--- src/gsa_pkg.sv ---
// gsa_pkg: shared constants, codes and types of the generational slot allocator
// depends on nothing; imported by gsa_ctrl and generational_slot_allocator
package gsa_pkg;

  localparam int SLOT_COUNT = 4096;
  localparam int GEN_BITS   = 16;
  localparam int IDX_W      = $clog2(SLOT_COUNT);
  localparam int CNT_W      = IDX_W + 1;
  localparam int THR_W      = 13;
  localparam int CMD_W      = 2;
  localparam int STATUS_W   = 2;

  localparam logic [THR_W-1:0] THR_RESET = THR_W'(512);

  typedef enum logic [CMD_W-1:0] {
    CMD_CREATE  = 2'd0,
    CMD_DESTROY = 2'd1,
    CMD_EXISTS  = 2'd2,
    CMD_FIND    = 2'd3
  } cmd_e;

  typedef enum logic [STATUS_W-1:0] {
    STAT_OK    = 2'd0,
    STAT_FAIL  = 2'd1,
    STAT_STALE = 2'd2,
    STAT_RANGE = 2'd3
  } status_e;

  typedef enum logic [2:0] {
    S_IDLE,
    S_DECODE,
    S_FQ_WAIT,
    S_REUSE,
    S_CHECK,
    S_SCAN,
    S_RESULT
  } state_e;

  typedef struct packed {
    logic                live;
    logic [GEN_BITS-1:0] gen;
  } slot_word_t;

  typedef struct packed {
    status_e             status;
    logic [GEN_BITS-1:0] generation;
    logic [IDX_W-1:0]    index;
  } result_t;

endpackage

--- src/gsa_ctrl.sv ---
// gsa_ctrl: command sequencer, counters and free-queue pointers
// drives read-modify-write on the slot ram and push and pop on the free-queue ram; uses gsa_pkg
module gsa_ctrl import gsa_pkg::*; (
  input  logic                clk_i,
  input  logic                rst_ni,
  input  logic [THR_W-1:0]    thr_i,
  input  logic                req_valid_i,
  output logic                req_ready_o,
  input  logic [CMD_W-1:0]    req_cmd_i,
  input  logic [IDX_W-1:0]    req_index_i,
  input  logic [GEN_BITS-1:0] req_gen_i,
  output logic                res_valid_o,
  input  logic                res_ready_i,
  output result_t             res_o,
  output logic                slot_we_o,
  output logic [IDX_W-1:0]    slot_waddr_o,
  output slot_word_t          slot_wdata_o,
  output logic                slot_re_o,
  output logic [IDX_W-1:0]    slot_raddr_o,
  input  slot_word_t          slot_rdata_i,
  output logic                fq_we_o,
  output logic [IDX_W-1:0]    fq_waddr_o,
  output logic [IDX_W-1:0]    fq_wdata_o,
  output logic                fq_re_o,
  output logic [IDX_W-1:0]    fq_raddr_o,
  input  logic [IDX_W-1:0]    fq_rdata_i
);

  state_e              state_q, state_d;
  cmd_e                cmd_q, cmd_d;
  logic [IDX_W-1:0]    idx_q, idx_d;
  logic [GEN_BITS-1:0] gen_q, gen_d;
  logic [CNT_W-1:0]    siu_q, siu_d;
  logic [IDX_W-1:0]    head_q, head_d;
  logic [IDX_W-1:0]    tail_q, tail_d;
  logic [CNT_W-1:0]    fcnt_q, fcnt_d;
  logic [IDX_W-1:0]    ptr_q, ptr_d;
  result_t             res_q, res_d;

  logic             full;
  logic             reuse;
  logic             in_range;
  logic             gen_ok;
  logic             scan_last;
  logic [CNT_W-1:0] ptr_next;
  logic [IDX_W-1:0] head_next;
  logic [IDX_W-1:0] tail_next;

  assign full      = (siu_q == CNT_W'(SLOT_COUNT));
  assign reuse     = full || (fcnt_q > CNT_W'(thr_i));
  assign in_range  = ({1'b0, idx_q} < siu_q);
  assign gen_ok    = slot_rdata_i.live && (slot_rdata_i.gen == gen_q);
  assign ptr_next  = {1'b0, ptr_q} + CNT_W'(1);
  assign scan_last = (ptr_next >= siu_q);
  assign head_next = (head_q == IDX_W'(SLOT_COUNT - 1)) ? '0 : head_q + IDX_W'(1);
  assign tail_next = (tail_q == IDX_W'(SLOT_COUNT - 1)) ? '0 : tail_q + IDX_W'(1);

  // next state
  always_comb begin
    state_d = state_q;
    case (state_q)
      S_IDLE: begin
        if (req_valid_i) state_d = S_DECODE;
      end
      S_DECODE: begin
        if (cmd_q == CMD_CREATE) begin
          if (reuse && (fcnt_q != '0)) state_d = S_FQ_WAIT;
          else state_d = S_RESULT;
        end else if (!in_range) begin
          state_d = S_RESULT;
        end else if (cmd_q == CMD_FIND) begin
          state_d = S_SCAN;
        end else begin
          state_d = S_CHECK;
        end
      end
      S_FQ_WAIT: state_d = S_REUSE;
      S_REUSE:   state_d = S_RESULT;
      S_CHECK:   state_d = S_RESULT;
      S_SCAN: begin
        if (slot_rdata_i.live || scan_last) state_d = S_RESULT;
      end
      S_RESULT: begin
        if (res_ready_i) state_d = S_IDLE;
      end
      default: state_d = S_IDLE;
    endcase
  end

  // outputs and datapath
  always_comb begin
    cmd_d        = cmd_q;
    idx_d        = idx_q;
    gen_d        = gen_q;
    siu_d        = siu_q;
    head_d       = head_q;
    tail_d       = tail_q;
    fcnt_d       = fcnt_q;
    ptr_d        = ptr_q;
    res_d        = res_q;
    req_ready_o  = 1'b0;
    res_valid_o  = 1'b0;
    slot_we_o    = 1'b0;
    slot_waddr_o = idx_q;
    slot_wdata_o = '0;
    slot_re_o    = 1'b0;
    slot_raddr_o = idx_q;
    fq_we_o      = 1'b0;
    fq_waddr_o   = tail_q;
    fq_wdata_o   = idx_q;
    fq_re_o      = 1'b0;
    fq_raddr_o   = head_q;
    case (state_q)
      S_IDLE: begin
        req_ready_o = 1'b1;
        if (req_valid_i) begin
          cmd_d = cmd_e'(req_cmd_i);
          idx_d = req_index_i;
          gen_d = req_gen_i;
        end
      end
      S_DECODE: begin
        res_d = '{status: STAT_OK, generation: '0, index: '0};
        if (cmd_q == CMD_CREATE) begin
          if (reuse) begin
            if (fcnt_q == '0) begin
              res_d.status = STAT_FAIL;
            end else begin
              fq_re_o = 1'b1;
            end
          end else begin
            slot_we_o    = 1'b1;
            slot_waddr_o = siu_q[IDX_W-1:0];
            slot_wdata_o = '{live: 1'b1, gen: '0};
            siu_d        = siu_q + CNT_W'(1);
            res_d.index  = siu_q[IDX_W-1:0];
          end
        end else if (!in_range) begin
          res_d.status = STAT_RANGE;
        end else begin
          slot_re_o    = 1'b1;
          slot_raddr_o = idx_q;
          ptr_d        = idx_q;
        end
      end
      S_FQ_WAIT: begin
        ptr_d        = fq_rdata_i;
        slot_re_o    = 1'b1;
        slot_raddr_o = fq_rdata_i;
        head_d       = head_next;
        fcnt_d       = fcnt_q - CNT_W'(1);
      end
      S_REUSE: begin
        slot_we_o        = 1'b1;
        slot_waddr_o     = ptr_q;
        slot_wdata_o     = '{live: 1'b1, gen: slot_rdata_i.gen};
        res_d.index      = ptr_q;
        res_d.generation = slot_rdata_i.gen;
      end
      S_CHECK: begin
        if (!gen_ok) begin
          res_d.status = STAT_STALE;
        end else if (cmd_q == CMD_DESTROY) begin
          slot_we_o    = 1'b1;
          slot_waddr_o = idx_q;
          slot_wdata_o = '{live: 1'b0, gen: slot_rdata_i.gen + GEN_BITS'(1)};
          fq_we_o      = 1'b1;
          tail_d       = tail_next;
          fcnt_d       = fcnt_q + CNT_W'(1);
        end
      end
      S_SCAN: begin
        if (slot_rdata_i.live) begin
          res_d.index      = ptr_q;
          res_d.generation = slot_rdata_i.gen;
        end else if (scan_last) begin
          res_d.status = STAT_FAIL;
        end else begin
          ptr_d        = ptr_next[IDX_W-1:0];
          slot_re_o    = 1'b1;
          slot_raddr_o = ptr_next[IDX_W-1:0];
        end
      end
      S_RESULT: begin
        res_valid_o = 1'b1;
      end
      default: ;
    endcase
  end

  assign res_o = res_q;

  always_ff @(posedge clk_i or negedge rst_ni) begin
    if (!rst_ni) begin
      state_q <= S_IDLE;
      siu_q   <= '0;
      head_q  <= '0;
      tail_q  <= '0;
      fcnt_q  <= '0;
    end else begin
      state_q <= state_d;
      siu_q   <= siu_d;
      head_q  <= head_d;
      tail_q  <= tail_d;
      fcnt_q  <= fcnt_d;
    end
  end

  always_ff @(posedge clk_i) begin
    cmd_q <= cmd_d;
    idx_q <= idx_d;
    gen_q <= gen_d;
    ptr_q <= ptr_d;
    res_q <= res_d;
  end

`ifndef SYNTHESIS
  a_fcnt_le_siu: assert property (@(posedge clk_i) disable iff (!rst_ni)
    fcnt_q <= siu_q)
    else $error("free count exceeds slots in use");

  a_scan_in_range: assert property (@(posedge clk_i) disable iff (!rst_ni)
    (state_q == S_SCAN) |-> ({1'b0, ptr_q} < siu_q))
    else $error("scan pointer beyond slots in use");

  a_fq_no_overflow: assert property (@(posedge clk_i) disable iff (!rst_ni)
    fq_we_o |-> (fcnt_q < CNT_W'(SLOT_COUNT)))
    else $error("free queue push when full");

  a_fresh_not_full: assert property (@(posedge clk_i) disable iff (!rst_ni)
    (state_q == S_DECODE && slot_we_o) |=> (siu_q == $past(siu_q) + CNT_W'(1)))
    else $error("fresh create did not advance slots in use");
`endif

endmodule

--- config.mk ---
export PLATFORM = sky130hd
export DESIGN_NAME = gsa_ctrl
export DESIGN_NICKNAME = d
export VERILOG_FILES = /design/src/gsa_pkg.sv /design/src/gsa_ctrl.sv
export SDC_FILE = /design/constraint.sdc
export NUM_CORES = 1
export LEC_CHECK = 0
export ABC_CLOCK_PERIOD_IN_PS = 8700
export BUFFER_PORTS_ARGS = -buffer_cell sky130_fd_sc_hd__buf_2
export CORE_ASPECT_RATIO = 1.25
export CORE_MARGIN = 4
export CORE_UTILIZATION = 25
export CTS_BUF_LIST = sky130_fd_sc_hd__clkbuf_16
export DETAILED_ROUTE_END_ITERATION = 6
export HOLD_SLACK_MARGIN = 0.03
export PLACE_DENSITY = 0.44
export SYNTH_ARGS = -nofsm -noshare
export SYNTH_HDL_FRONTEND = slang
export SYNTH_SLANG_ARGS = --single-unit
--- constraint.sdc ---
create_clock -name clk_i -period 8.7 [get_ports clk_i]
set_input_delay 1.74 -clock clk_i [delete_from_list [all_inputs] [get_ports clk_i]]
set_output_delay 1.74 -clock clk_i [all_outputs]
set_load 0.05 [all_outputs]
After elaboration in Yosys (flattened, before gate mapping)
Cells that the tools add are included.
Storage, ports and cells
  register bits after elaboration: 125
  input bits: 76
  output and inout port bits: 113
  word-level logic and storage cells: 126
Cells by class
  add/sub/neg operators: 7
  $lt $le $gt $ge: 3
  equality and inequality tests: 24
  multiplexer cells: 58
  bitwise logic cells: 1
  reductions and logical operators: 21
Operators with widths (count)
  $mux W12: 12
  $pmux W28 S3: 1
  $pmux W17 S3: 1
  $pmux W12 S2: 2
  $pmux W12 S3: 1
  $mux W17: 2
  $mux W16: 2
  $mux W28: 1
  $add A13 B1 Y13 const B: 2
  $mux W13: 2
  $pmux W13 S2: 1
  $add A12 B1 Y12 const B: 2
  $eq A12 B12 Y1 const B: 2
  $ne A2 B2 Y1 const B: 12
  $mux W1: 18
  $pmux W3 S6: 1
  $add A16 B1 Y16 const B: 1
  $eq A16 B16 Y1: 1
  $mux W3: 5
  $add A12 B1 Y13 const B: 1
  $eq A13 B13 Y1 const B: 1
  $ge A13 B13 Y1: 1
  $gt A13 B13 Y1: 1
  $logic_not A13 Y1: 1
  23 further kinds: 40

Depth between registers and ports, before layout
  depth in word-level cells: 6
  mapped depth: 14
  mapped depth without buffers: 13

Least setup slack after synthesis
OpenSTA, ideal clock, no wires.
  path kind: input-to-output
  start point: in slot_rdata_i[9] (netlist name)
  end point: out slot_wdata_o[4] (netlist name)
  arrival: 4.784 ns
  required time: 6.960 ns
  setup slack: 2.176 ns
  stages on the path: 8
  buffers on the path: 1
  cells stage by stage: buf_2 xor2_1 nor4_1 nand2_1 or4_1 nor2_1 nand2_1 o21ai_0
RTL lines
  start, declared: RTL line gsa_ctrl.sv:20  | input slot_word_t slot_rdata_i,
  end, declared: RTL line gsa_ctrl.sv:17  | output slot_word_t slot_wdata_o,

Worst setup path in the final report
  start point: in thr_i[12]
  end point: out slot_waddr_o[8]
On the way
  longest elaborated chain between the ends: 5
RTL lines
  start, declared: RTL line gsa_ctrl.sv:6  | input logic [THR_W-1:0] thr_i,
  $gt A13 B13 Y1: RTL line gsa_ctrl.sv:50  | assign reuse = full || (fcnt_q > CNT_W'(thr_i));
  $logic_or A1 B1 Y1: RTL line gsa_ctrl.sv:50
  $mux W12: RTL line gsa_ctrl.sv:125  | if (reuse) begin
  $mux W12: RTL line gsa_ctrl.sv:124  | if (cmd_q == CMD_CREATE) begin
  $pmux W12 S2: RTL line gsa_ctrl.sv:113  | case (state_q)
  end, declared: RTL line gsa_ctrl.sv:16  | output logic [IDX_W-1:0] slot_waddr_o,
Every way passes these cells.

==> flow_summary.toml <==
[logic_synthesis]
syn-cell-area_mm2 = 0.00778
yosys.area.top_type = "edfxtp_1"
synthArstFlopShare = 0.424
synth_top_area_share = 0.278
yosysSeqAreaShare = 0.448
synth_flop_cell = "edfxtp_1"
synth_nets = 906
synth_commonest_cells = "edfxtp_1, nand2_1, ha_1"
synth_cells = 775
yosysMostFrequentCell = "edfxtp_1"
synth_seq_cells = 125
ys_top_cells_by_area = "edfxtp_1, dfrtp_1, ha_1, xnor2_1, nand2_1"
synth_cell_types = 59
avgSynthCellArea_um2 = 10.0
yosys_warnings = 0
synth_edf_count = 72

[finish]
nets = 1090
area.sequential_mm2 = 0.00349
stdcell_area_mm2 = 0.00976
drive_gt1_frac = 0.257
multi_input_area_mm2 = 0.00400
area_delta_synth_final_pct = 25.4
n_fill_cell = 3227
antenna_cells = 0
utilization = 0.321

[pwr]
ir_worst_vdd_mv = 0.130
p_int_mw = 1.90
switching_share = 0.480
p_switching_mw = 1.75
pwr-share-clk = 0.197
power_density_mw_per_mm2 = 375
seq_power_share = 0.286
total_power_mw = 3.66
p_leak_nw = 4.17
combPwrFrac = 0.517

[grt]
grt_overflow = 0
grt_usage = 0.149
grt_max_degree = 54
grt_antenna_before_repair = 1
grt_pass1_wl_um = 39600
grt_pass1_vias = 6734

[sta]
rsz0062_at_grt = "false"
clock_skew_ns = 0.0104
worst_pin_slew_ns = 1.28
post-route-min-period_ns = 6.40
tns_ns = 0
max_freq_mhz = 156
fin_crit_sh = 0.736
finalHoldViolations = 0
hold_ws_ns = 0.505
final-setup-viol-count = 0
maxSlewHeadroom = 0.143
finalMaxSlewViolations = 0

[detailed_routing]
post-route-drc-count = 0
dr.pass1.iters = 4
drt_iter0_drc = 406
wl_um = 25400
antenna_left = 0
avgViaCountPerCell = 4.74
wire_per_inst_um = 18.5
vias = 6506

[clock_network]
cts.reportedPaths.clkPinSlew_ns = 0.06
cts-root-buf = "clkbuf_16"
cts_resized = 0
clk-insertion-delay-late_ns = 0.42
cts_sinks = 125
numCtsBuffers = 17
hold_buffers = 0
clockBufferDepth = 2
postCtsSetupRepairBufs = 0
htreeDepth = 4
cts_tree = "done"

[floorplanning]
core_area_mm2 = 0.0304
die_h_um = 205
placementRows = 71
dieArea_mm2 = 0.0340
pin_count = 189
start_util = 0.256
die_x_um = 166

[critical_path]
path_buf_inv = 3
worstSetupStartpointType = "primary input"
cp_max_fo = 14
path_class = "in2out"
crit_family = "simple AND/OR/NAND/NOR gates"
worstPathCellList = "buf_2 -> inv_1 -> ha_1 -> nand3_2 -> nor3_2 -> nor3b_2 -> a21oi_1 -> nor4b_1 -> o21ai_1 -> a21oi_1 -> buf_2"
slowest_stage = "nor4b_1"
arrival_ns = 4.66
worstPathRequired_ns = 6.96
cpPeakStageDelay_ns = 0.72
crit_path_end_kind = "output pin"

[placement]
hpwlAfterDp_um = 19900
numPortBuffers = 188
routabilityCongestion = 0.791
dpl_cell_area_mm2 = 0.00915

[worst_hold_path]
worstHoldPathType = "reg2reg"

[flow_run]
max_cap_viol_count = 0

[outcome]
status = "complete, no violations"
final cells by class:
class / count / area share
Clock buffer: 22 / 0.0564
Multi-Input combinational cell: 574 / 0.410
Timing Repair Buffer: 194 / 0.101
Inverter: 47 / 0.0181
Clock inverter: 10 / 0.00526
Tap cell: 401 / 0.0514
Sequential cell: 125 / 0.358
flip-flops by register name, summed over array words and instances (netlist names):
| register | count |
|---|---|
| fq_wdata_o | 12 |
| res_o | 30 |
| fcnt_q | 13 |
| gen_q | 16 |
| fq_waddr_o | 12 |
| state_q | 3 |
| siu_q | 13 |
| cmd_q | 2 |
| fq_raddr_o | 12 |
| ptr_q | 12 |
cells in the final DEF (no fill, tap or decap), drive strengths merged, types with 3 or more instances in the layout:
cell type,count
xnor2,45
buf,194
nor2,38
a22o,14
inv,53
clkbuf,22
xor2,24
or4,5
mux2,10
o21ai,51
and2,28
a21o,10
nand3,28
o31ai,8
dfrtp,53
and3,16
nor2b,5
nand2b,10
o22ai,13
nor4,14
nor3,21
a211oi,4
ha,54
a21oi,41
nand4,13
edfxtp,72
or3,4
a31oi,4
a221o,22
nand2,68
and4,3
final timing paths:
path,cells past startpoint,endpoint,slack (ns),from
worst min register to register,1,fq_waddr_o[10]$_DFFE_PN0P_,0.51,fq_waddr_o[10]$_DFFE_PN0P_
worst max register to register,15,ptr_q[6]$_DFFE_PP_,4.54,ptr_q[0]$_DFFE_PP_
worst min-delay path,1,fq_waddr_o[10]$_DFFE_PN0P_,0.51,fq_waddr_o[10]$_DFFE_PN0P_
worst max-delay path,11,slot_waddr_o[8],2.30,thr_i[12]
min in group asynchronous,2,siu_q[12]$_DFFE_PN0P_,1.49,rst_ni
max in group asynchronous,2,fq_waddr_o[7]$_DFFE_PN0P_,6.67,rst_ni
logic make-up (layout without fill, tap and decap cells):
logic type               count (synthesis)  count (layout)  share of synthesized area
flip-flops                             125             125                      0.448
AO/OA/AOI/OAI                          181             181                      0.155
XOR/XNOR                                69              69                     0.0777
buffers and inverters                   76             273                     0.0404
AND/OR/NAND/NOR                        259             259                      0.174
adder cells (fa/ha/maj)                 55              55                     0.0894
multiplexers                            10              10                     0.0145
routing by layer:
metal | global-route usage | wire, um | up-vias
met4 | 0.0454 | 427 | 2
li1 | - | - | 3220
met3 | 0.0363 | 1450 | 24
met2 | 0.246 | 12000 | 172
met5 | 0 | 7 | -
met1 | 0.195 | 11500 | 3088
per-stage QoR:
| step | std cells | setup slack (ns) |
|---|---|---|
| detailed placement | 1341 | 2.36 |
| CTS | 1373 | 2.37 |
| finish | 1373 | 2.30 |
| global placement | 1341 | 2.51 |
| global route | 1373 | 2.02 |
| floorplan | 775 | 2.18 |
power groups by stage:
| stage | combinational (mW) | clock (mW) | sequential [mW] |
|---|---|---|---|
| CTS | 1.91 | 0.745 | 1.05 |
| global placement | 1.90 | 0 | 1.06 |
| detailed placement | 1.90 | 0 | 1.06 |
| floorplan | 1.23 | 0 | 1.23 |
| finish | 1.89 | 0.721 | 1.04 |
| global route | 2.07 | 0.773 | 1.07 |
No activity file was read; power rests on OpenSTA's default activity.
